### src/sv/tct_fifo.sv
`default_nettype none
module tct_fifo #(
    parameter int WIDTH = 8,
    parameter int DEPTH = 2
) (
    input  wire logic             clk,
    input  wire logic             rst_n,
    input  wire logic             wr_en,
    input  wire logic [WIDTH-1:0] wr_data,
    output logic                  full,
    input  wire logic             rd_en,
    output logic [WIDTH-1:0]      rd_data,
    output logic                  empty
);
    localparam int AW = (DEPTH > 1) ? $clog2(DEPTH) : 1;

    logic [WIDTH-1:0] mem_reg [DEPTH];
    logic [AW-1:0]    wr_ptr_reg;
    logic [AW-1:0]    rd_ptr_reg;
    logic [AW:0]      count_reg;

    logic do_wr;
    logic do_rd;

    assign full    = (count_reg == (AW+1)'(DEPTH));
    assign empty   = (count_reg == '0);
    assign do_wr   = wr_en && !full;
    assign do_rd   = rd_en && !empty;
    assign rd_data = mem_reg[rd_ptr_reg];

    always_ff @(posedge clk or negedge rst_n)
    begin
        if (!rst_n)
        begin
            wr_ptr_reg <= '0;
            rd_ptr_reg <= '0;
            count_reg  <= '0;
        end
        else
        begin
            if (do_wr)
            begin
                wr_ptr_reg <= (wr_ptr_reg == AW'(DEPTH - 1)) ? '0 : wr_ptr_reg + 1'b1;
            end
            if (do_rd)
            begin
                rd_ptr_reg <= (rd_ptr_reg == AW'(DEPTH - 1)) ? '0 : rd_ptr_reg + 1'b1;
            end
            if (do_wr && !do_rd)
            begin
                count_reg <= count_reg + 1'b1;
            end
            else if (do_rd && !do_wr)
            begin
                count_reg <= count_reg - 1'b1;
            end
        end
    end

    always_ff @(posedge clk)
    begin
        if (do_wr)
        begin
            mem_reg[wr_ptr_reg] <= wr_data;
        end
    end
endmodule
`default_nettype wire

### config.mk
export PLATFORM = sky130hd
export DESIGN_NAME = tct_fifo
export DESIGN_NICKNAME = d
export VERILOG_FILES = /design/src/sv/tct_fifo.sv
export SDC_FILE = /design/constraint.sdc
export NUM_CORES = 1
export LEC_CHECK = 0
export ABC_AREA = 1
export BUFFER_PORTS_ARGS = -buffer_cell sky130_fd_sc_hd__buf_4
export CORE_UTILIZATION = 49
export CTS_BUF_LIST = sky130_fd_sc_hd__clkbuf_16
export DETAILED_ROUTE_END_ITERATION = 10
export GPL_TIMING_DRIVEN = 0
export HOLD_SLACK_MARGIN = 0.15
export PLACE_DENSITY_LB_ADDON = 0.2
export SYNTH_ARGS = -nofsm -noshare
export SYNTH_HDL_FRONTEND = slang
export SYNTH_SLANG_ARGS = --single-unit
### constraint.sdc
create_clock -name clk -period 1.7 [get_ports clk]
set_input_delay 0.085 -clock clk [delete_from_list [all_inputs] [get_ports clk]]
set_output_delay 0.085 -clock clk [all_outputs]
set_load 0.02 [all_outputs]
==> out/metrics.yaml <==
synthesis:
  async_flop_share_pct: 20.00
  yosysSeqAreaShare_pct: 71.72
  synth_edf_count: 16
  yosys.cell_count.top_type: "nand2_1"
  synth_top_area_cell: "edfxtp_1"
  netlist.area_leader.share_pct: 59.35
  synthFlopType: "edfxtp_1"
  yosys-top-cells-count: "nand2_1, edfxtp_1, inv_1"
  synth_area_per_cell_um2: 11.09
  syn_nets: 86
  synthCells: 73
  synth_warnings: 0
  synth_area_leaders: "edfxtp_1, nand2_1, dfrtp_1, inv_1, ha_1"
  ys_ff_latch: 20
  synth_area_um2: 809.5
  ys_types: 14
sta:
  rsz0062_at_grt: "false"
  slew_viol_final: 0
  min_period_ns: 1.410
  fin_crit_sh_pct: 82.93
  relSlewSlack_pct: 69.63
  skew_ns: 0.004004
  layout_setup_ws_ns: 0.2902
  setup_tns_ns: 0
  worst_pin_slew_ns: 0.4550
  setup-violations-final: 0
  hold_viol: 0
  clock.fmax_mhz: 709.3
setup_path:
  cp-end-kind: "flop"
  path_depth: 2
  required_ns: 1.59
  slowest_delay_ns: 0.47
  cp-endpoint: "mem_reg[1][6]"
  r2r-end: "mem_reg[1][6]"
  cp_top_family: "flip-flops"
  r2r_slack_ns: 0.29
  slowest_stage: "dfrtp_1"
  ff2ff_path_depth: 2
  cp_max_fo: 8
  r2r-start: "count_reg[0]"
  crit_start: "count_reg[0]"
  path_cells: "o21ai_0 -> nor2_2"
  worstSetupPathType: "reg -> reg"
  cp.arrival_ns: 1.30
  worst-path-buf-inv: 0
  start_kind: "flop"
clocking:
  cts_buffers: 3
  cts_tree: "done"
  clk_transition_reported_paths_ns: 0.05
  cts_max_path_buffers: 2
  htree_levels: 1
  clock_sinks: 20
  root_buffer: "clkbuf_16"
  clkLatencyLatePin_ns: 0.25
grt:
  antenna_found_initial: 0
  grt_overflow: 0
  grt_pass1_wl_um: 2346
  grt_usage_pct: 18.32
  grt_pass1_vias: 552
  grt_max_degree: 12
job:
  maxCapViolCount: 0
layout:
  syn_to_final_growth_pct: 44.36
  diodes: 0
  nNetsFinal: 122
  drive_gt1_share_pct: 26.85
  finalInstanceArea_um2: 1169
  largest_reg_flops: 16
die:
  num_rows: 14
  pin_count: 22
  dieArea_um2: 1819
  initial_core_util_pct: 53.12
  fp.dieW_um: 42.65
  dieHeight_um: 42.65
  core_um2: 1524
drt:
  drcViolationCount: 0
  vias_per_cell: 4.871
  wl_um: 1483
  num_vias: 604
  wl_per_cell_um: 11.96
  drt_iter0_drc: 5
  ant_nets: 0
  dr.pass1.iters: 4
pwr:
  power_density_nw_per_um2: 1740
  finalPower_mw: 2.033
  p_leak_nw: 0.5491
  vdd_drop_max_mv: 1.095
placed_design:
  port_buffers: 21
  dp_slack_ns: 0.07849
  dpl-instance-area_um2: 987.2
  gp_congestion: 0.7970
  post-dp-hpwl_um: 960.9
status:
  status: "finished, final reports clean"
worst_hold_path:
  hold_path.class: "in -> async"
power by group:
group | leakage, nW | switching, mW | internal (mW)
clock | 0.0423 | 0.156 | 0.312
sequential | 0.197 | 0.0656 | 0.683
combinational | 0.310 | 0.500 | 0.316
metal layers:
| layer | vias up | wire length, um | global-route usage [%] |
|---|---|---|---|
| met2 | 13 | 763 | 30.91 |
| met4 | 0 | 16 | 7.500 |
| met1 | 286 | 657 | 22.65 |
| met3 | 2 | 46 | 3.879 |
| li1 | 303 | - | - |
| met5 | - | 0 | 0 |
placed cells by master, fill, tap and decap left out:
| master | n |
|---|---|
| buf_4 | 21 |
| inv_1 | 8 |
| dfrtp_1 | 4 |
| buf_2 | 1 |
| dlygate4sd3_1 | 10 |
| xnor2_1 | 1 |
| edfxtp_1 | 16 |
| nor2_2 | 3 |
| o21ai_0 | 2 |
| clkbuf_16 | 3 |
| nand4_1 | 1 |
| nor2_1 | 1 |
| inv_2 | 1 |
| nand3_1 | 1 |
| ha_1 | 1 |
| nand2_1 | 33 |
| nand3b_1 | 1 |
final cells by class:
cell class	count	area (um2)
plain buffers	1	5.005
clock buffers	3	75.07
clock inverters	1	3.754
fillers	106	355.3
inverters	8	30.03
multi-input cells	44	196.4
flip-flops and latches	20	580.6
well taps	16	20.02
repair buffers	31	257.7
stage by stage:
stage | instances | utilization [%] | hold WS (ns)
final | 124 | 76.68 | 0.1851
after CTS | 124 | 76.52 | 0.1687
after global placement | 110 | 64.78 | -0.1132
after detailed placement | 110 | 64.78 | -0.1137
after global routing | 124 | 76.68 | 0.1882
after floorplan | 73 | - | -0.2106
worst min-delay path by stage:
| stage | from | end | cells past startpoint |
|---|---|---|---|
| final | rst_n | wr_ptr_reg | 2 |
| after CTS | rst_n | wr_ptr_reg | 2 |
| after floorplan | rst_n | count_reg[0] | 0 |
| after global placement | rst_n | count_reg[1] | 1 |
| after detailed placement | rst_n | count_reg[1] | 1 |
| after global routing | rst_n | wr_ptr_reg | 2 |
logic make-up (layout without fill, tap and decap cells):
group	Yosys count	count (layout)	synth area share [%]
xor gates and xnor gates	1	1	1.082
adders and majority gates	1	1	1.545
buffers and inverters	9	44	4.327
and+or+nand+nor	40	40	20.09
DFF	20	20	71.72
AOI/OAI and AO/OA	2	2	1.237
repair_timing:
item	4_1_cts	5_1_grt
hold buffers	10	0
buffers inserted	0	0
resized for setup	0	1
setup endpoints to repair	0	8
hold endpoints to repair	21	0
No activity file was read; power rests on OpenSTA's default activity.
