File: src/sv/tct_pkg.sv
`default_nettype none
package tct_pkg;

    localparam logic ACT_ADD  = 1'b0;
    localparam logic ACT_TICK = 1'b1;

    localparam logic [1:0] KIND_ADD_OK   = 2'd0;
    localparam logic [1:0] KIND_ADD_FULL = 2'd1;
    localparam logic [1:0] KIND_UPDATE   = 2'd2;

    // Widest increment the command can carry (Q1.24 at the largest fraction width).
    localparam int INC_MAX_W = 25;

    typedef struct packed {
        logic        action;
        logic [7:0]  target_id;
        logic [31:0] start_value;
        logic [31:0] end_value;
        logic [15:0] duration_ticks;
        logic        curve;
    } in_item_t;

    typedef struct packed {
        logic [1:0]  kind;
        logic [3:0]  slot;
        logic [7:0]  target_ref;
        logic [31:0] value;
        logic        last;
    } out_item_t;

    typedef struct packed {
        logic                 action;
        logic [7:0]           target_id;
        logic [31:0]          origin;
        logic [32:0]          distance;
        logic [INC_MAX_W-1:0] increment;
        logic                 curve;
    } cmd_t;

    typedef struct packed {
        logic valid;
        logic ready;
    } link_t;

endpackage
`default_nettype wire

File: src/sv/tct_back.sv
`default_nettype none
module tct_back #(
    parameter int SLOTS     = 16,
    parameter int FRAC_BITS = 16
) (
    input  wire logic           clk,
    input  wire logic           rst_n,
    input  wire tct_pkg::cmd_t  cmd,
    input  wire logic           cmd_empty,
    output logic                cmd_pop,
    output tct_pkg::out_item_t  res,
    output tct_pkg::link_t      res_link,
    input  wire logic           res_full
);
    import tct_pkg::*;

    localparam int SW = (SLOTS > 1) ? $clog2(SLOTS) : 1;
    localparam int XW = FRAC_BITS + 1;
    localparam int PW = 33 + XW + 1;
    localparam int VW = PW - FRAC_BITS + 1;
    localparam logic [XW:0] ONE = (XW+1)'(1) << FRAC_BITS;

    typedef enum logic [2:0] {B_IDLE, B_ADD, B_SCAN, B_P1, B_P2, B_P3, B_OUT} bstate_t;

    bstate_t            state_reg;
    logic [SLOTS-1:0]   active_reg;
    logic [SLOTS-1:0]   emit_reg;
    logic [7:0]         tgt_reg   [SLOTS];
    logic [31:0]        org_reg   [SLOTS];
    logic [32:0]        dist_reg  [SLOTS];
    logic [XW-1:0]      inc_reg   [SLOTS];
    logic [XW-1:0]      prog_reg  [SLOTS];
    logic               crv_reg   [SLOTS];
    logic [SW-1:0]      idx_reg;
    logic [XW-1:0]      x_reg;
    logic [2*XW-1:0]    sq_reg;
    logic [2*XW+2:0]    m2_reg;
    logic signed [PW-1:0] prod_reg;
    out_item_t          res_reg;
    logic               res_valid_reg;

    logic [SLOTS-1:0]   emit_now;
    logic               free_any;
    logic [SW-1:0]      free_idx;
    logic               more_after;
    logic [XW:0]        p_sum;
    logic [XW-1:0]      p_new;
    logic [XW-1:0]      x2;
    logic [XW+1:0]      tfac;
    logic [2*XW+2:0]    s_round;
    logic [XW-1:0]      s_val;
    logic signed [PW-1:0] prod_next;
    logic signed [PW:0]   prod_rnd;
    logic signed [VW-1:0] v_full;

    always_comb
    begin
        free_any = 1'b0;
        free_idx = '0;
        for (int j = SLOTS - 1; j >= 0; j--)
        begin
            if (!active_reg[j])
            begin
                free_any = 1'b1;
                free_idx = SW'(j);
            end
        end
        more_after = 1'b0;
        for (int j = 0; j < SLOTS; j++)
        begin
            emit_now[j] = active_reg[j] && ({1'b0, prog_reg[j]} < ONE);
            if ((SW'(j) > idx_reg) && emit_reg[j])
            begin
                more_after = 1'b1;
            end
        end
    end

    assign p_sum   = {1'b0, prog_reg[idx_reg]} + {1'b0, inc_reg[idx_reg]};
    assign p_new   = (p_sum > ONE) ? XW'(ONE) : p_sum[XW-1:0];
    assign x2      = XW'((sq_reg + (2*XW)'(ONE >> 1)) >> FRAC_BITS);
    assign tfac    = (XW+2)'(3) * (XW+2)'(ONE) - {x_reg, 1'b0};
    assign s_round = (m2_reg + (2*XW+3)'(ONE >> 1)) >> FRAC_BITS;

    always_comb
    begin
        if (!crv_reg[idx_reg])
        begin
            s_val = x_reg;
        end
        else if (s_round > (2*XW+3)'(ONE))
        begin
            s_val = XW'(ONE);
        end
        else
        begin
            s_val = s_round[XW-1:0];
        end
    end

    assign prod_next = $signed(dist_reg[idx_reg]) * $signed({1'b0, s_val});
    assign prod_rnd  = (PW+1)'(prod_reg) + (PW+1)'(ONE >> 1);
    assign v_full    = VW'(prod_rnd >>> FRAC_BITS)
                     + VW'($signed(org_reg[idx_reg]));

    // The command leaves the queue when the engine finishes with it: in B_ADD, or in B_OUT after a tick.
    assign cmd_pop        = (state_reg == B_ADD) || (state_reg == B_OUT);
    assign res            = res_reg;
    assign res_link.valid = res_valid_reg;
    assign res_link.ready = !res_full;

    always_ff @(posedge clk or negedge rst_n)
    begin
        if (!rst_n)
        begin
            state_reg     <= B_IDLE;
            active_reg    <= '0;
            emit_reg      <= '0;
            idx_reg       <= '0;
            res_valid_reg <= 1'b0;
        end
        else
        begin
            if (res_valid_reg && !res_full && state_reg != B_P3)
            begin
                res_valid_reg <= 1'b0;
            end
            case (state_reg)
                B_IDLE:
                begin
                    if (!cmd_empty && !res_valid_reg)
                    begin
                        if (cmd.action == ACT_ADD)
                        begin
                            state_reg <= B_ADD;
                        end
                        else
                        begin
                            // Finished channels are freed; the rest are walked in order.
                            emit_reg   <= emit_now;
                            active_reg <= emit_now;
                            idx_reg    <= '0;
                            state_reg  <= B_SCAN;
                        end
                    end
                end
                B_ADD:
                begin
                    res_reg.target_ref <= cmd.target_id;
                    res_reg.value      <= '0;
                    res_reg.last       <= 1'b1;
                    res_valid_reg      <= 1'b1;
                    if (free_any)
                    begin
                        active_reg[free_idx] <= 1'b1;
                        tgt_reg[free_idx]    <= cmd.target_id;
                        org_reg[free_idx]    <= cmd.origin;
                        dist_reg[free_idx]   <= cmd.distance;
                        inc_reg[free_idx]    <= cmd.increment[XW-1:0];
                        prog_reg[free_idx]   <= '0;
                        crv_reg[free_idx]    <= cmd.curve;
                        res_reg.kind         <= KIND_ADD_OK;
                        res_reg.slot         <= 4'(free_idx);
                    end
                    else
                    begin
                        res_reg.kind <= KIND_ADD_FULL;
                        res_reg.slot <= '0;
                    end
                    state_reg <= B_IDLE;
                end
                B_SCAN:
                begin
                    if (emit_reg[idx_reg])
                    begin
                        prog_reg[idx_reg] <= p_new;
                        x_reg  <= p_new;
                        sq_reg <= p_new * p_new;
                        state_reg <= B_P1;
                    end
                    else if (idx_reg == SW'(SLOTS - 1))
                    begin
                        state_reg <= B_OUT;
                    end
                    else
                    begin
                        idx_reg <= idx_reg + 1'b1;
                    end
                end
                B_P1:
                begin
                    m2_reg    <= (2*XW+3)'(x2) * (2*XW+3)'(tfac);
                    state_reg <= B_P2;
                end
                B_P2:
                begin
                    prod_reg  <= prod_next;
                    state_reg <= B_P3;
                end
                B_P3:
                begin
                    if (!res_valid_reg || !res_full)
                    begin
                        res_reg.kind       <= KIND_UPDATE;
                        res_reg.slot       <= 4'(idx_reg);
                        res_reg.target_ref <= tgt_reg[idx_reg];
                        res_reg.last       <= !more_after;
                        if (v_full > VW'(32'sh7FFF_FFFF))
                        begin
                            res_reg.value <= 32'h7FFF_FFFF;
                        end
                        else if (v_full < -VW'(33'sh0_8000_0000))
                        begin
                            res_reg.value <= 32'h8000_0000;
                        end
                        else
                        begin
                            res_reg.value <= v_full[31:0];
                        end
                        res_valid_reg <= 1'b1;
                        if (idx_reg == SW'(SLOTS - 1))
                        begin
                            state_reg <= B_OUT;
                        end
                        else
                        begin
                            idx_reg   <= idx_reg + 1'b1;
                            state_reg <= B_SCAN;
                        end
                    end
                end
                B_OUT:
                begin
                    // Tick finished: retire the command.
                    state_reg <= B_IDLE;
                end
                default:
                begin
                    state_reg <= B_IDLE;
                end
            endcase
            if (state_reg == B_OUT)
            begin
                emit_reg <= '0;
            end
        end
    end
endmodule
`default_nettype wire

File: config.mk
export PLATFORM = sky130hd
export DESIGN_NAME = tct_back
export DESIGN_NICKNAME = d
export VERILOG_FILES = /design/src/sv/tct_pkg.sv /design/src/sv/tct_back.sv
export SDC_FILE = /design/constraint.sdc
export NUM_CORES = 2
export LEC_CHECK = 0
export BUFFER_PORTS_ARGS = -buffer_cell sky130_fd_sc_hd__buf_2
export CAP_MARGIN = 15
export CORE_ASPECT_RATIO = 0.9
export CORE_UTILIZATION = 55
export DETAILED_ROUTE_END_ITERATION = 10
export PLACE_DENSITY = 0.71
export REMOVE_ABC_BUFFERS = 1
export SLEW_MARGIN = 25
export SYNTH_ARGS = -nofsm -noshare
export SYNTH_HDL_FRONTEND = slang
export SYNTH_SLANG_ARGS = --single-unit
File: constraint.sdc
create_clock -name clk -period 22.6 [get_ports clk]
set_clock_uncertainty 0.2 [all_clocks]
set_input_delay 2.26 -clock clk [delete_from_list [all_inputs] [get_ports clk]]
set_output_delay 2.26 -clock clk [all_outputs]
set_load 0.01 [all_outputs]
==> out/qor.csv <==
metric,value,unit
Syn Std Cell Area,114000,µm²
Max Slew Vio Count,0,
Worst-path clk slew,60,ps
area of the core,204000,µm²
Crit Reg-Reg Endpoint,sq_reg[28],
fmax,70.1,MHz
"area leader, netlist",edfxtp_1,
largest net degree at the start of global routing,132,
Worst setup EP type,flop,
TritonCTS clock tree,built,
hold path depth,1,
register area share after synthesis,50.2,%
"commonest non-fill, non-tap cell in the layout",edfxtp_1,
via count,68900,
layout cells sized above 1,11.0,%
DRC Markers,0,
number of synthesized flops with an enable pin,1867,
I/O Pins,154,
Post-CTS Setup Repair Bufs,0,
Synth async-reset ratio,2.10,%
vias in the first global route,70600,
Synth Register Bits,1907,
fillers,15300,
worst r2r path cells,39,
top-area cell type share of the netlist area,49.4,%
Core Rows,157,
Area contributors post-synth,"edfxtp_1 (49%), fa_1 (17%), mux4_2 (4.7%)",
"Hold-fix buffers, CTS",0,
Worst EP arrival,14600,ps
CTS sink cnt,1907,
first-pass GRT wire length,430000,µm
ANT nets after route,0,
Worst Hold End,active_reg[6],
HP Class,reg -> reg,
setup violators final,0,
type of element launching the critical path,flop,
WL per Instance,24.8,µm
Reg-to-Reg Start,idx_reg[0],
root buf cell,clkbuf_16,
Post-CTS Resized,0,
CTS Buffer Depth,3,
GRT Overall Usage,27.5,%
run status,"complete, no violations",
Critical Path RT,22930,ps
synthesized area per cell,13.6,µm²
Chip Width,481,µm
hold slack,273,ps
post-synth cell types,96,
Worst-Skew Late Latency,840,ps
Worst setup startpoint,idx_reg[0],
min cycle time layout,14270,ps
Initial DRC Count,7029,
Routability Congestion,0.916,
Initial Util,55.6,%
Die Span Y,433,µm
"Primary FF master, synth",edfxtp_1,
Nets,9960,
worst relative slew slack,23.1,%
CP max-delay cell,dfrtp_4,
synth warn,0,
Inserted Clock Buffers,188,
Critical Path Fanout Max,71,
RSZ-0062 raised after global routing,no,
DP HPWL,181000,µm
Most common cell on crit path,fa_1,
Final Hold Fails,0,
Port Buf Inserts,145,
vias per inst,6.05,
Syn Inst Count,8357,
CP peak stage delay,970,ps
final wirelength,283000,µm
Worst Max-Slew Pin Slew,1150,ps
max FFs per register,528,
Setup Crit Path Kind,reg -> reg,
die area,208000,µm²
initial antenna violation count,53,
Max Cap Violations,0,
Hold Path Origin,prog_reg[6][16],
"commonest cells after routing, fill and taps aside","edfxtp_1 (1867), inv_1 (1114), fa_1 (961), nand2_1 (751), mux2i_1 (415)",
r2r setup slk,8330,ps
crit share post-route,63.1,%
Pre-antenna DRT Iters,6,
area grow syn2layout,9.34,%
aggregate global routing overflow,0,
H-Tree Depth,4,
## layout make-up
type                    instances  area, µm²  area share [%]
clock inverters               121       1300            1.05
flip-flops and latches       1907      57100            46.0
multi-input cells            4973      51100            41.2
clock buffers                 230       4880            3.93
diodes                         19       47.5          0.0383
well taps                    2703       3380            2.72
repair buffers                323       2200            1.77
inverters                    1118       4200            3.38
## worst max path at each step
stage | endpoint | cells after the start
5_1_grt | sq_reg[28] | 39
3_5_place_dp | sq_reg[28] | 38
3_3_place_gp | sq_reg[28] | 38
6_report | sq_reg[28] | 39
2_1_floorplan | sq_reg[28] | 30
4_1_cts | sq_reg[28] | 38
## layer usage
layer  share of wire, %  track usage, %  vias to the layer above
met3                8.8            4.46                      501
li1                   -               -                    29700
met1                 41            39.4                    35600
met4                2.5            7.76                       18
met2                 48            43.9                     3113
met5              0.047               0                        -
## cell families (layout without fill, tap and decap cells)
| logic type | Yosys count | count (layout) | synth area share, % |
|---|---|---|---|
| XOR/XNOR | 224 | 224 | 1.74 |
| adder cells (fa/ha/maj) | 1345 | 1345 | 21.2 |
| AND/OR/NAND/NOR | 1756 | 1756 | 7.30 |
| multiplexers | 655 | 655 | 8.39 |
| AO/OA/AOI/OAI | 970 | 970 | 5.93 |
| buffers and inverters | 1498 | 1792 | 5.23 |
| other | 2 | 42 | 0.00661 |
| flip-flops | 1907 | 1907 | 50.2 |
## worst max-delay path, delay by kind of cell, from the launching register on
kind                     cells  cell delay (ps)
adder cells (fa/ha/maj)      9             3930
buffers and inverters       11             3900
AO/OA/AOI/OAI               11             2770
AND/OR/NAND/NOR              6             1490
flip-flops                   1              970
multiplexers                 1              180
XOR/XNOR                     1              180
## Yosys cell counts (100+ instances only)
| cell | instances |
|---|---|
| clkbuf_1 | 226 |
| mux2i_1 | 415 |
| nand2_1 | 754 |
| fa_1 | 961 |
| o221ai_1 | 143 |
| and2_1 | 299 |
| edfxtp_1 | 1867 |
| nand3_1 | 100 |
| mux4_2 | 238 |
| o21ai_0 | 126 |
| ha_1 | 384 |
| xnor2_1 | 144 |
| nor2_1 | 279 |
| a21oi_1 | 230 |
| inv_1 | 1116 |
## per-stage QoR
| stage | util (%) | instances | worst slack [ps] | cell area [µm²] | TNS [ps] |
|---|---|---|---|---|---|
| 2_1_floorplan | - | 7998 | -8830 | 112000 | -3237460 |
| 3_3_place_gp | 57.7 | 11000 | 8510 | 118000 | 0 |
| 3_5_place_dp | 57.7 | 11000 | 8700 | 118000 | 0 |
| 4_1_cts | 60.7 | 11400 | 8560 | 124000 | 0 |
| 5_1_grt | 60.8 | 11400 | 7650 | 124000 | 0 |
| 6_report | 60.8 | 11400 | 8330 | 124000 | 0 |
Power is left out: the tool's default activity adds up to more than one toggle a clock period on the data nets, which glitch-free logic cannot reach.
