<file path="src/sv/tct_pkg.sv">
`default_nettype none
package tct_pkg;

    localparam logic ACT_ADD  = 1'b0;
    localparam logic ACT_TICK = 1'b1;

    localparam logic [1:0] KIND_ADD_OK   = 2'd0;
    localparam logic [1:0] KIND_ADD_FULL = 2'd1;
    localparam logic [1:0] KIND_UPDATE   = 2'd2;

    // Widest increment the command can carry (Q1.24 at the largest fraction width).
    localparam int INC_MAX_W = 25;

    typedef struct packed {
        logic        action;
        logic [7:0]  target_id;
        logic [31:0] start_value;
        logic [31:0] end_value;
        logic [15:0] duration_ticks;
        logic        curve;
    } in_item_t;

    typedef struct packed {
        logic [1:0]  kind;
        logic [3:0]  slot;
        logic [7:0]  target_ref;
        logic [31:0] value;
        logic        last;
    } out_item_t;

    typedef struct packed {
        logic                 action;
        logic [7:0]           target_id;
        logic [31:0]          origin;
        logic [32:0]          distance;
        logic [INC_MAX_W-1:0] increment;
        logic                 curve;
    } cmd_t;

    typedef struct packed {
        logic valid;
        logic ready;
    } link_t;

endpackage
`default_nettype wire

</file>
<file path="src/sv/tct_front.sv">
`default_nettype none
module tct_front #(
    parameter int FRAC_BITS = 16
) (
    input  wire logic              clk,
    input  wire logic              rst_n,
    input  wire logic              push,
    input  wire tct_pkg::in_item_t item,
    output logic                   full,
    output tct_pkg::cmd_t          cmd,
    output tct_pkg::link_t         cmd_link,
    input  wire logic              cmd_full
);
    import tct_pkg::*;

    localparam int NW = FRAC_BITS + 17;
    localparam int CW = $clog2(NW + 1);
    localparam logic [NW-1:0] ONE = NW'(1) << FRAC_BITS;

    typedef enum logic [1:0] {F_IDLE, F_DIV, F_PUSH} fstate_t;

    fstate_t         state_reg;
    in_item_t        item_reg;
    logic [NW-1:0]   num_reg;
    logic [16:0]     rem_reg;
    logic [15:0]     dur_reg;
    logic [CW-1:0]   cnt_reg;

    logic [15:0]     dur_fix;
    logic [16:0]     trial;
    logic [NW-1:0]   inc_clamped;

    assign dur_fix = (item.duration_ticks == '0) ? 16'd1 : item.duration_ticks;
    assign trial   = {rem_reg[15:0], num_reg[NW-1]};
    assign full    = (state_reg != F_IDLE);

    always_comb
    begin
        if (num_reg == '0)
        begin
            inc_clamped = NW'(1);
        end
        else if (num_reg > ONE)
        begin
            inc_clamped = ONE;
        end
        else
        begin
            inc_clamped = num_reg;
        end
    end

    assign cmd.action    = item_reg.action;
    assign cmd.target_id = item_reg.target_id;
    assign cmd.origin    = item_reg.start_value;
    assign cmd.distance  = {item_reg.end_value[31], item_reg.end_value}
                         - {item_reg.start_value[31], item_reg.start_value};
    assign cmd.increment = INC_MAX_W'(inc_clamped[FRAC_BITS:0]);
    assign cmd.curve     = item_reg.curve;
    assign cmd_link.valid = (state_reg == F_PUSH);
    assign cmd_link.ready = !cmd_full;

    always_ff @(posedge clk or negedge rst_n)
    begin
        if (!rst_n)
        begin
            state_reg <= F_IDLE;
            cnt_reg   <= '0;
        end
        else
        begin
            case (state_reg)
                F_IDLE:
                begin
                    if (push)
                    begin
                        item_reg <= item;
                        dur_reg  <= dur_fix;
                        num_reg  <= ONE + NW'(dur_fix >> 1);
                        rem_reg  <= '0;
                        cnt_reg  <= CW'(NW);
                        state_reg <= (item.action == ACT_ADD) ? F_DIV : F_PUSH;
                    end
                end
                F_DIV:
                begin
                    // One quotient bit per cycle, restoring division.
                    if (trial >= {1'b0, dur_reg})
                    begin
                        rem_reg <= trial - {1'b0, dur_reg};
                        num_reg <= {num_reg[NW-2:0], 1'b1};
                    end
                    else
                    begin
                        rem_reg <= trial;
                        num_reg <= {num_reg[NW-2:0], 1'b0};
                    end
                    cnt_reg <= cnt_reg - 1'b1;
                    if (cnt_reg == CW'(1))
                    begin
                        state_reg <= F_PUSH;
                    end
                end
                F_PUSH:
                begin
                    if (!cmd_full)
                    begin
                        state_reg <= F_IDLE;
                    end
                end
                default:
                begin
                    state_reg <= F_IDLE;
                end
            endcase
        end
    end
endmodule
`default_nettype wire

</file>
<file path="config.mk">
export PLATFORM = sky130hd
export DESIGN_NAME = tct_front
export DESIGN_NICKNAME = d
export VERILOG_FILES = /design/src/sv/tct_pkg.sv /design/src/sv/tct_front.sv
export SDC_FILE = /design/constraint.sdc
export NUM_CORES = 1
export LEC_CHECK = 0
export BUFFER_PORTS_ARGS = -buffer_cell sky130_fd_sc_hd__buf_2
export CELL_PAD_IN_SITES_DETAIL_PLACEMENT = 0
export CELL_PAD_IN_SITES_GLOBAL_PLACEMENT = 1
export CORE_UTILIZATION = 47
export CTS_BUF_LIST = sky130_fd_sc_hd__clkbuf_4 sky130_fd_sc_hd__clkbuf_8
export DETAILED_ROUTE_END_ITERATION = 16
export GPL_TIMING_DRIVEN = 1
export PLACE_DENSITY = 0.95
export SYNTH_ARGS = -nofsm -noshare
export SYNTH_HDL_FRONTEND = slang
export SYNTH_SLANG_ARGS = --single-unit
</file>
<file path="constraint.sdc">
create_clock -name clk -period 6 [get_ports clk]
set_input_delay 0.6 -clock clk [delete_from_list [all_inputs] [get_ports clk]]
set_output_delay 0.6 -clock clk [all_outputs]
set_load 0.02 [all_outputs]
</file>
==> results of run 1 <==
-- layout by cell type, fill, tap and decap left out, types with 9 or more instances in the layout --
cell type,Yosys,final
inv_1,72,72
xnor2_1,26,26
nor2b_1,12,12
o21ai_0,26,26
a21o_1,10,10
a21oi_1,45,45
nand2b_1,12,12
nand2_1,84,84
nand4_1,10,10
ha_1,50,50
nand3_1,15,15
nor3_1,9,9
edfxtp_1,139,139
nor2_1,49,49
nor4_1,12,12
xor2_1,16,16
mux2i_1,14,14
buf_2,3,188
clkbuf_8,0,19
and2_1,38,37
-- stage by stage --
stage / instances / hold slack [ns] / worst slack [ns] / area (µm²)
after floorplan: 828 / 0.304 / 2.80 / 8670
after global placement: 1164 / 0.461 / 2.95 / 9400
after detailed placement: 1164 / 0.465 / 2.90 / 9400
after CTS: 1197 / 0.278 / 2.36 / 9830
after global routing: 1197 / 0.273 / 2.10 / 9830
final: 1197 / 0.311 / 2.37 / 9830
-- critical path, delay by kind of cell (launching register included) --
family	cells	cell delay [ns]
AO/OA/AOI/OAI	3	0.64
XOR/XNOR	1	0.20
adder cells (fa/ha/maj)	2	0.64
buffers and inverters	1	0.20
flip-flops	1	0.40
AND/OR/NAND/NOR	3	0.51
-- kinds of logic (layout without fill, tap and decap cells) --
kind of cell	Yosys count	after routing
AND/OR/NAND/NOR	262	262
buffers and inverters	157	297
flip-flops	147	147
AO/OA/AOI/OAI	145	145
adder cells (fa/ha/maj)	53	53
XOR/XNOR	42	42
multiplexers	14	14
other	1	8
-- per-layer routing --
layer,up-vias,global-route usage,wire length [µm]
met3,22,0.0489,1330
met1,2919,0.245,8080
met4,0,0.0672,291
li1,3087,-,-
met5,-,0,0
met2,226,0.318,8650
-- power by group --
group	switching [W]	leakage [nW]	internal (W)
registers	0.0000958	1.39	0.00136
clock network	0.000413	0.216	0.000406
logic	0.000889	2.69	0.000537
total	0.00140	4.30	0.00231
-- final timing paths --
path                                          start                       end  slack, ns  cells past startpoint
hold / removal                             item[43]    item_reg[43]$_DFFE_PP_       0.31                      1
min in group asynchronous                     rst_n  state_reg[1]$_DFFE_PN0P_       0.52                      2
max in group asynchronous                     rst_n    cnt_reg[1]$_DFFE_PN0P_       5.30                      2
hold reg to reg              cnt_reg[5]$_DFFE_PN0P_    cnt_reg[5]$_DFFE_PN0P_       0.54                      2
setup / recovery                  cmd[59]$_DFFE_PP_                   cmd[52]       2.37                     10
setup reg to reg           rem_reg[3]$_SDFFCE_PN0P_  rem_reg[9]$_SDFFCE_PN0P_       3.27                      8
-- layout make-up --
cell class	instances	area, µm²
clock buffer	19	262
timing repair buffer	193	981
inverter	72	270
sequential	147	4370
tap	229	287
clock inverter	13	159
fill	1626	8190
multi-input combinational	524	3500
-- repair_timing --
item / CTS / global route
hold buffers: 1 / 0
hold endpoints to repair: 8 / 0
gates resized for setup: 0 / 0
==> load_flow_metrics.sql, run 1 <==
INSERT INTO impl_metrics (metric_group, metric, value, unit) VALUES
('run_status', 'status', 'completed', ''),
('layout', 'largest_register_ffs', '42', ''),
('worst_setup_path', 'cp_slowest_cell', 'edfxtp_1', ''),
('place', 'buffer_ports.inserted', '188', ''),
('floorplan', 'floorplan_row_count', '49', ''),
('place', 'gp_routability_congestion', '0.856', ''),
('global_route', 'grt_first_pass_wirelength', '28000', 'µm'),
('routing', 'drc', '0', ''),
('routing', 'detail_route.iter0.violations', '360', ''),
('worst_setup_path', 'critical_path.most_common_cell', 'nand3_1', ''),
('worst_setup_path', 'critPathKind', 'reg -> out', ''),
('place', 'hpwl_after_dpl', '13700', 'µm'),
('routing', 'detail_route.first_pass.iterations', '5', ''),
('timing', 'finalWorstPathRequiredPeriod', '3.63', 'ns'),
('timing', 'tightestPinTransition', '1.16', 'ns'),
('cts', 'clock_tree.htree_level_count', '4', ''),
('timing', 'final-hold-violation-count', '0', ''),
('yosys', 'synth_top_family_by_area', 'simple AND/OR/NAND/NOR gates', ''),
('layout', 'utilization_after_layout', '0.545', ''),
('yosys', 'synth-xor-area-share', '0.0425', ''),
('routing', 'routedWlPerCell', '15.3', 'µm'),
('worst_setup_path', 'crit_required', '5.40', 'ns'),
('yosys', 'synth-seq-area-share', '0.506', ''),
('layout', 'final_layout_size_suffix_gt1_frac', '0.253', ''),
('worst_setup_path', 'worst_path_largest_cell_delay', '0.40', 'ns'),
('timing', 'slew_hr', '0.230', ''),
('worst_setup_path', 'end_kind', 'primary output', ''),
('floorplan', 'fp.dieH', '138', 'µm'),
('yosys', 'post-synth-top-count-cell', 'edfxtp_1', ''),
('cts', 'clock_transition_at_the_register_clock_pins_on_the_worst_setup_and_hold_paths_after_cts', '0.09', 'ns'),
('power', 'ir_drop', '226', 'µV'),
('yosys', 'synth-compound-area-share', '0.114', ''),
('yosys', 'post_synth_and_or_nand_nor_area_fraction', '0.149', ''),
('worst_setup_path', 'worstSetupStartpointType', 'register', ''),
('routing', 'detail_route.wirelength', '18400', 'µm'),
('routing', 'vias', '6254', ''),
('timing', 'tns', '0', 'ns'),
('timing', 'rsz0062_at_grt', 'no', ''),
('yosys', 'synth_largest_area_cell', 'edfxtp_1', ''),
('worst_setup_path', 'critPathMaxFanout', '3', ''),
('yosys', 'synth-async-reset-ratio', '0.0544', ''),
('yosys', 'post_synth.cell_area_avg', '10.5', 'µm²'),
('global_route', 'maximum_number_of_pins_on_one_net_before_global_route_repair', '82', ''),
('layout', 'finish.net_count', '1101', ''),
('yosys', 'synth.top_cells.by_count', '139 x edfxtp_1, 84 x nand2_1, 72 x inv_1', ''),
('global_route', 'grt.overflow.total', '0', ''),
('cts', 'cts_buf_count', '17', ''),
('global_route', 'vias_in_the_first_global_route', '5771', ''),
('worst_setup_path', 'cp_data_arrival_time', '3.03', 'ns'),
('floorplan', 'floorplan.initialDensity', '0.480', ''),
('power', 'power.density', '377', 'nW/µm²'),
('cts', 'cts_setup_buffers', '0', ''),
('yosys', 'synth.mux.area_fraction', '0.0162', ''),
('floorplan', 'io_pins', '197', ''),
('cts', 'cts_root_buffer', 'clkbuf_8', ''),
('worst_setup_path', 'cp_cell_sequence', 'ha_1 > fa_1 > nor2b_1 > o2111ai_1 > nand3_1 > nand3_1 > a21oi_1 > a21boi_0 > xnor2_1 > buf_2', ''),
('power', 'finalPower', '0.00370', 'W'),
('global_route', 'grt_use_total', '0.193', ''),
('routing', 'drt-vias-per-instance', '5.22', ''),
('timing', 'finalClockSkew', '0.0209', 'ns'),
('global_route', 'antenna_found_initial', '0', ''),
('timing', 'setup-violations-final', '0', ''),
('floorplan', 'fp.coreArea', '18000', 'µm²'),
('timing', 'final_min_period_over_clock_period', '0.604', ''),
('power', 'leakagePower', '4.30', 'nW'),
('timing', 'report.final.slew_viol_count', '0', ''),
('cts', 'worstSkewPairLatency', '0.46', 'ns'),
('yosys', 'synth_flop_cell', 'edfxtp_1', ''),
('yosys', 'syn_area', '8650', 'µm²'),
('yosys', 'number_of_synthesized_flops_with_an_enable_pin', '139', ''),
('layout', 'antenna-diode-count', '0', '');
Power figures use the tool's default switching activity.
==> run 2, diff against run 1 <==
--- a/config.mk
+++ b/config.mk
@@ -5,14 +5,15 @@
 export SDC_FILE = /design/constraint.sdc
 export NUM_CORES = 1
 export LEC_CHECK = 0
+export ABC_AREA = 1
 export BUFFER_PORTS_ARGS = -buffer_cell sky130_fd_sc_hd__buf_2
 export CELL_PAD_IN_SITES_DETAIL_PLACEMENT = 0
 export CELL_PAD_IN_SITES_GLOBAL_PLACEMENT = 1
-export CORE_UTILIZATION = 47
+export CORE_UTILIZATION = 38
 export CTS_BUF_LIST = sky130_fd_sc_hd__clkbuf_4 sky130_fd_sc_hd__clkbuf_8
 export DETAILED_ROUTE_END_ITERATION = 16
 export GPL_TIMING_DRIVEN = 1
-export PLACE_DENSITY = 0.95
+export PLACE_DENSITY = 0.88
 export SYNTH_ARGS = -nofsm -noshare
 export SYNTH_HDL_FRONTEND = slang
 export SYNTH_SLANG_ARGS = --single-unit
==> constraint.sdc (replaced) <==
create_clock -name clk -period 3.12 [get_ports clk]
set_input_delay 0.312 -clock clk [delete_from_list [all_inputs] [get_ports clk]]
set_output_delay 0.312 -clock clk [all_outputs]
set_load 0.02 [all_outputs]
==> run 2 against run 1 <==
Against the previous run:
- non-clock buffer count increased by 62
- combinational power is 130% higher
- first-iteration DRC count grew 27%
- critical endpoint is now cmd[54]
- largest cell class unchanged
- largest power group is now combinational cells
==> load_flow_metrics.sql, run 2 <==
INSERT INTO impl_metrics (metric_group, metric, value, unit) VALUES
('floorplan', 'fp.dieH', '159', 'µm'),
('timing', 'report.final.slew_viol_count', '0', ''),
('yosys', 'number_of_synthesized_flops_with_an_enable_pin', '139', ''),
('place', 'buffer_ports.inserted', '188', ''),
('timing', 'finalClockSkew', '0.0140', 'ns'),
('routing', 'detail_route.wirelength', '23700', 'µm'),
('floorplan', 'fp.coreArea', '24300', 'µm²'),
('power', 'ir_drop', '634', 'µV'),
('floorplan', 'floorplan_row_count', '57', ''),
('worst_setup_path', 'worst_path_largest_cell_delay', '0.41', 'ns'),
('cts', 'clock_transition_at_the_register_clock_pins_on_the_worst_setup_and_hold_paths_after_cts', '0.10', 'ns'),
('min_path', 'hold_path_class', 'in -> reg', ''),
('global_route', 'grt_first_pass_wirelength', '38000', 'µm'),
('timing', 'rsz0062_at_grt', 'no', ''),
('timing', 'final-hold-violation-count', '0', ''),
('cts', 'clock_tree.htree_level_count', '4', ''),
('yosys', 'synth_largest_area_cell', 'edfxtp_1', ''),
('routing', 'drt-vias-per-instance', '4.70', ''),
('yosys', 'synth_top_area_frac', '0.444', ''),
('worst_setup_path', 'cp_data_arrival_time', '2.58', 'ns'),
('cts', 'clk_path_buf_depth', '2', ''),
('worst_setup_path', 'critPathMaxFanout', '4', ''),
('yosys', 'synth.area.top_cells', 'edfxtp_1 44%, nand2_1 11%, inv_1 8.6%', ''),
('cts', 'tritoncts_num_sinks', '147', ''),
('worst_setup_path', 'worstSetupStartpointType', 'register', ''),
('yosys', 'ys_warn_count', '0', ''),
('timing', 'tns', '0', 'ns'),
('global_route', 'grt_use_total', '0.189', ''),
('cts', 'worstSkewPairLatency', '0.47', 'ns'),
('timing', 'max_clock_freq', '0.346', 'GHz'),
('worst_setup_path', 'cp_cell_sequence', 'ha_2 > fa_1 > inv_2 > nand3_1 > nand2_2 > buf_4 > nand2_1 > nand3_1 > nand3_1 > nand2_1 > nand2_1 > nand2_1 > buf_2', ''),
('yosys', 'flops_latches_synth', '147', ''),
('layout', 'antenna-diode-count', '0', ''),
('timing', 'slew_hr', '0.549', ''),
('worst_setup_path', 'crit_required', '2.81', 'ns'),
('routing', 'vias', '7954', ''),
('worst_setup_path', 'critPathKind', 'reg -> out', ''),
('routing', 'detail_route.iter0.violations', '456', ''),
('floorplan', 'io_pins', '197', ''),
('cts', 'tritoncts', 'done', ''),
('worst_setup_path', 'cp_slowest_cell', 'fa_1', ''),
('routing', 'drc', '0', ''),
('floorplan', 'die-area', '25400', 'µm²'),
('floorplan', 'floorplan.initialDensity', '0.386', ''),
('global_route', 'antenna_found_initial', '0', ''),
('routing', 'detail_route.first_pass.iterations', '5', ''),
('place', 'preCtsSetupSlack', '0.583', 'ns'),
('yosys', 'post_synth.cell_area_avg', '8.15', 'µm²'),
('run', 'cap_viol_max_count', '0', ''),
('timing', 'tightestPinTransition', '0.675', 'ns'),
('routing', 'ant_nets', '0', ''),
('yosys', 'synth_flop_cell', 'edfxtp_1', ''),
('layout', 'largest_register_ffs', '42', ''),
('layout', 'layout.cells.most_common', 'nand2_1', ''),
('global_route', 'grt.overflow.total', '0', ''),
('power', 'power.density', '683', 'nW/µm²'),
('routing', 'routedWlPerCell', '14.0', 'µm'),
('run_status', 'status', 'completed', ''),
('yosys', 'synth.top_cells.by_count', '287 x nand2_1, 215 x inv_1, 139 x edfxtp_1', ''),
('worst_setup_path', 'critical_path.most_common_cell', 'nand2_1', ''),
('cts', 'cts_buf_count', '17', ''),
('yosys', 'post-synth-top-count-cell', 'nand2_1', ''),
('yosys', 'ys_types', '39', ''),
('yosys', 'synth-seq-area-share', '0.465', ''),
('layout', 'commonest_cells_after_routing_fill_and_taps_aside', '284 x nand2_1, 214 x inv_1, 188 x buf_2', ''),
('timing', 'finalWorstPathRequiredPeriod', '2.89', 'ns'),
('global_route', 'maximum_number_of_pins_on_one_net_before_global_route_repair', '50', ''),
('floorplan', 'die_width', '159', 'µm'),
('place', 'gp_routability_congestion', '0.935', ''),
('worst_setup_path', 'r2r.worst_path.cells', '9', ''),
('global_route', 'vias_in_the_first_global_route', '7641', ''),
('yosys', 'postSynthCellCount', '1153', ''),
('layout', 'area_growth_syn_to_layout', '21.3', '%'),
('timing', 'setup-violations-final', '0', ''),
('layout', 'finish.net_count', '1503', ''),
('layout', 'final_layout_size_suffix_gt1_frac', '0.193', ''),
('worst_setup_path', 'end_kind', 'primary output', ''),
('min_path', 'whs_path_depth', '1', ''),
('yosys', 'synth-async-reset-ratio', '0.0544', ''),
('place', 'hpwl_after_dpl', '17800', 'µm'),
('power', 'leakagePower', '5.65', 'nW'),
('cts', 'cts_root_buffer', 'clkbuf_8', ''),
('timing', 'layout_setup_ws', '0.226', 'ns'),
('yosys', 'syn_area', '9400', 'µm²'),
('timing', 'final_min_period_over_clock_period', '0.928', '');
==> run 2: changes by cell type after synthesis, moves of 18 or more <==
cell / previous run / this run
nor2_1: 49 / 124
o21ai_0: 26 / 44
nand2_1: 84 / 287
xnor2_1: 26 / 5
nand3_1: 15 / 53
inv_1: 72 / 215
and2_1: 38 / 3
==> run 2: cell type report <==
| class | count | area [µm²] |
|---|---|---|
| sequential | 147 | 4370 |
| multi-input combinational | 714 | 3750 |
| inverter | 222 | 833 |
| tap | 324 | 405 |
| clock buffer | 17 | 234 |
| clock inverter | 15 | 209 |
| timing repair buffer | 255 | 1600 |
| fill | 2419 | 12900 |
==> run 2: metal layers <==
| layer | track usage | part of all wire | vias to the layer above |
|---|---|---|---|
| met4 | 0.0446 | 0.011 | 0 |
| li1 | - | - | 4020 |
| met1 | 0.242 | 0.45 | 3670 |
| met3 | 0.0341 | 0.053 | 21 |
| met5 | 0 | 0 | - |
| met2 | 0.331 | 0.48 | 243 |
==> run 2: where the power goes <==
part           switching, W  internal, W  total (W)
Sequential         0.000179      0.00267    0.00284
Combinational       0.00217      0.00106    0.00323
Clock              0.000886     0.000832    0.00172
Total               0.00324      0.00455    0.00779
==> run 2: stage by stage <==
step / area, µm² / utilization / std cells / hold slack [ns] / total power [W]
finish: 11400 / 0.469 / 1694 / 0.0243 / 0.00779
global route: 11400 / 0.469 / 1694 / 0.00393 / 0.00833
CTS: 11400 / 0.467 / 1692 / 0.0000927 / 0.00783
detailed placement: 10300 / 0.424 / 1599 / 0.173 / 0.00603
global placement: 10300 / 0.424 / 1599 / 0.169 / 0.00599
floorplan: 9440 / - / 1160 / 0.0164 / 0.00524
==> run 2: critical path, delay by kind of cell (launching register included) <==
family | cells | cell delay [ns]
and+or+nand+nor | 8 | 0.71
buffers and inverters | 3 | 0.37
adders and majority gates | 2 | 0.63
DFF | 1 | 0.40
==> run 2: timing repair <==
action / CTS / global route
buffers inserted: 0 / 2
endpoints found under the setup margin: 0 / 15
endpoints found under the hold margin: 68 / 0
hold buffers: 61 / 0
gates resized for setup: 0 / 9
==> run 2: worst paths after layout <==
check,from,end,slack (ns)
max,cmd[59]$_DFFE_PP_,cmd[54],0.23
min,item[44],item_reg[44]$_DFFE_PP_,0.02
max reg2reg,rem_reg[12]$_SDFFCE_PN0P_,rem_reg[13]$_SDFFCE_PN0P_,0.81
min reg2reg,cnt_reg[5]$_DFFE_PN0P_,cnt_reg[5]$_DFFE_PN0P_,0.49
max in group asynchronous,rst_n,state_reg[0]$_DFFE_PN0P_,2.73
min in group asynchronous,rst_n,cnt_reg[4]$_DFFE_PN0P_,0.20
==> run 2: cells by family (layout without fill, tap and decap cells) <==
logic type / count (synthesis) / count (layout) / share of synthesized area
XOR/XNOR: 26 / 26 / 0.0242
AND/OR/NAND/NOR: 526 / 526 / 0.240
adder cells (fa/ha/maj): 52 / 52 / 0.0708
buffers and inverters: 299 / 509 / 0.143
other: 1 / 8 / 0.000399
AO/OA/AOI/OAI: 102 / 102 / 0.0566
flip-flops: 147 / 147 / 0.465
==> run 3, diff against run 2 <==
--- a/config.mk
+++ b/config.mk
@@ -10,8 +10,9 @@
 export CELL_PAD_IN_SITES_DETAIL_PLACEMENT = 0
 export CELL_PAD_IN_SITES_GLOBAL_PLACEMENT = 1
 export CORE_UTILIZATION = 38
-export CTS_BUF_LIST = sky130_fd_sc_hd__clkbuf_4 sky130_fd_sc_hd__clkbuf_8
+export CTS_BUF_LIST = sky130_fd_sc_hd__clkbuf_2 sky130_fd_sc_hd__clkbuf_4 sky130_fd_sc_hd__clkbuf_8
 export DETAILED_ROUTE_END_ITERATION = 16
+export GPL_ROUTABILITY_DRIVEN = 0
 export GPL_TIMING_DRIVEN = 1
 export PLACE_DENSITY = 0.88
 export SYNTH_ARGS = -nofsm -noshare
==> run 3 against run 2 <==
Against the previous run:
- sequential power about the same
- setup slack lost 0.040 ns
- worst hold slack better by 0.0086 ns
- clock skew up 0.0074 ns
- sequential share of layout area up 0.76 points
- clock power is 12% lower
- non-clock buffer count shrank 18
- final cell count decreased by 1.1%
- critical path type unchanged
==> load_flow_metrics.sql, run 3 (same netlist as run 2, synthesis figures left out) <==
INSERT INTO impl_metrics (metric_group, metric, value, unit) VALUES
('timing', 'tightestPinTransition', '0.682', 'ns'),
('routing', 'routedWlPerCell', '14.0', 'µm'),
('layout', 'area_growth_syn_to_layout', '18.9', '%'),
('power', 'finalPower', '0.00757', 'W'),
('place', 'preCtsSetupSlack', '0.625', 'ns'),
('cts', 'tritoncts', 'done', ''),
('timing', 'final_min_period_over_clock_period', '0.940', ''),
('run_status', 'status', 'completed', ''),
('global_route', 'grt_use_total', '0.186', ''),
('power', 'leakagePower', '5.56', 'nW'),
('global_route', 'maximum_number_of_pins_on_one_net_before_global_route_repair', '50', ''),
('floorplan', 'fp.dieH', '159', 'µm'),
('timing', 'slew_hr', '0.545', ''),
('global_route', 'antenna_found_initial', '0', ''),
('worst_setup_path', 'cp_cell_sequence', 'ha_2 > fa_1 > inv_1 > nand3_1 > nand2_2 > nand2_1 > nand2_1 > nand3_1 > nand2_2 > nand2_1 > nand2_1 > nand2_1 > nand2_1 > buf_2', ''),
('worst_setup_path', 'critPathMaxFanout', '5', ''),
('power', 'power.density', '677', 'nW/µm²'),
('routing', 'drc', '0', ''),
('layout', 'finish.net_count', '1485', ''),
('cts', 'clk_path_buf_depth', '2', ''),
('worst_setup_path', 'regToRegEndpoint', 'rem_reg[7]$_SDFFCE_PN0P_', ''),
('layout', 'utilization_after_layout', '0.460', ''),
('power', 'ir_drop', '447', 'µV'),
('cts', 'clock_transition_at_the_register_clock_pins_on_the_worst_setup_and_hold_paths_after_cts', '0.10', 'ns'),
('cts', 'cts_buf_count', '17', ''),
('timing', 'tns', '0', 'ns'),
('routing', 'detail_route.first_pass.iterations', '5', ''),
('cts', 'worstSkewPairLatency', '0.46', 'ns'),
('floorplan', 'die_width', '159', 'µm'),
('worst_setup_path', 'worst_setup_path_startpoint', 'cmd[59]$_DFFE_PP_', ''),
('timing', 'finalClockSkew', '0.0214', 'ns'),
('routing', 'drt-vias-per-instance', '4.69', ''),
('cts', 'clock_tree.htree_level_count', '4', ''),
('floorplan', 'fp.coreArea', '24300', 'µm²'),
('routing', 'detail_route.iter0.violations', '563', ''),
('worst_setup_path', 'r2r.worst_path.cells', '11', ''),
('layout', 'final_layout_size_suffix_gt1_frac', '0.192', ''),
('timing', 'layout_setup_ws', '0.186', 'ns'),
('worst_setup_path', 'worstSetupStartpointType', 'register', ''),
('worst_setup_path', 'regToRegStartpoint', 'rem_reg[11]$_SDFFCE_PN0P_', ''),
('timing', 'final-hold-violation-count', '0', ''),
('cts', 'cts_setup_buffers', '0', ''),
('cts', 'tritoncts_num_sinks', '147', ''),
('global_route', 'grt.overflow.total', '0', ''),
('timing', 'max_clock_freq', '0.341', 'GHz'),
('timing', 'finalWorstPathRequiredPeriod', '2.93', 'ns'),
('worst_setup_path', 'worst-r2r-setup-slack', '0.76', 'ns'),
('floorplan', 'floorplan_row_count', '57', ''),
('worst_setup_path', 'crit_required', '2.81', 'ns'),
('run', 'cap_viol_max_count', '0', ''),
('cts', 'cts_root_buffer', 'clkbuf_8', ''),
('worst_setup_path', 'cp_slowest_cell', 'edfxtp_1', ''),
('global_route', 'vias_in_the_first_global_route', '7533', ''),
('place', 'buffer_ports.inserted', '188', ''),
('worst_setup_path', 'worst_path_largest_cell_delay', '0.41', 'ns'),
('layout', 'antenna-diode-count', '0', ''),
('routing', 'vias', '7858', ''),
('floorplan', 'floorplan.initialDensity', '0.386', ''),
('global_route', 'grt_first_pass_wirelength', '37100', 'µm'),
('floorplan', 'io_pins', '197', ''),
('layout', 'largest_register_ffs', '42', ''),
('routing', 'ant_nets', '0', ''),
('min_path', 'hold_path_class', 'in -> reg', ''),
('floorplan', 'die-area', '25400', 'µm²'),
('worst_setup_path', 'cp_data_arrival_time', '2.62', 'ns'),
('timing', 'report.final.slew_viol_count', '0', ''),
('timing', 'setup-violations-final', '0', ''),
('worst_setup_path', 'critPathKind', 'reg -> out', ''),
('worst_setup_path', 'critical_path.most_common_cell', 'nand2_1', ''),
('layout', 'layout.cells.most_common', 'nand2_1', ''),
('worst_setup_path', 'worst_setup_path_endpoint', 'cmd[56]', ''),
('place', 'hpwl_after_dpl', '18000', 'µm'),
('layout', 'commonest_cells_after_routing_fill_and_taps_aside', '284 x nand2_1, 215 x inv_1, 188 x buf_2', ''),
('worst_setup_path', 'end_kind', 'primary output', ''),
('routing', 'detail_route.wirelength', '23400', 'µm');
run 3: cell count changes in the layout (fill, tap and decap cells not counted), sizes merged:
cell         delta
clkinv          -1
dlygate4sd3    -16
clkbuf          +1
inv             +2
buf             -2
bufinv          -2
run 3: critical path: cells and delay by family (launching register included):
family	cells	cell delay, ns
buf+inv	2	0.26
flops	1	0.41
simple gates	10	0.87
fa+ha+maj	2	0.60
run 3: worst min-delay path by stage:
stage / start / cells past startpoint / end / slack, ns
3_3_place_gp: rst_n / 1 / cnt_reg[2]$_DFFE_PN0P_ / 0.17
6_report: item[75] / 1 / cmd[85]$_DFFE_PP_ / 0.03
5_1_grt: item[38] / 1 / item_reg[38]$_DFFE_PP_ / 0.00002
4_1_cts: item[24] / 1 / item_reg[24]$_DFFE_PP_ / 0.0003
2_1_floorplan: rst_n / 0 / cnt_reg[0]$_DFFE_PN0P_ / 0.02
3_5_place_dp: rst_n / 1 / state_reg[0]$_DFFE_PN0P_ / 0.17
run 3: stage by stage:
step                hold slack (ns)  instance area (µm²)  instances
floorplan                    0.0164                 9440       1160
global placement              0.171                10300       1599
detailed placement            0.172                10300       1599
CTS                        0.000279                11100       1672
global route              0.0000161                11200       1676
finish                       0.0329                11200       1676
run 3: repair_timing:
| item | 4_1_cts | 5_1_grt |
|---|---|---|
| endpoints found under the hold margin | 48 | 4 |
| gates resized for setup | 0 | 6 |
| setup endpoints to repair | 0 | 10 |
| hold buffers | 41 | 4 |
run 3: where the power goes:
group / switching, W / internal, W
clock: 0.000839 / 0.000666
combinational: 0.00218 / 0.00105
sequential: 0.000175 / 0.00266
total: 0.00319 / 0.00438
run 3: cell type report:
| cell class | count | area [µm²] |
|---|---|---|
| fill | 2391 | 13100 |
| sequential | 147 | 4370 |
| multi-input combinational | 714 | 3740 |
| timing repair buffer | 237 | 1450 |
| inverter | 222 | 833 |
| tap | 324 | 405 |
| clock buffer | 18 | 241 |
| clock inverter | 14 | 138 |
run 3: metal layers:
layer / vias to the layer above / GRT usage / wire (µm)
li1: 3976 / - / -
met1: 3600 / 0.241 / 10600
met2: 265 / 0.316 / 11100
met3: 17 / 0.0367 / 1340
met4: 0 / 0.0494 / 295
met5: - / 0 / 0
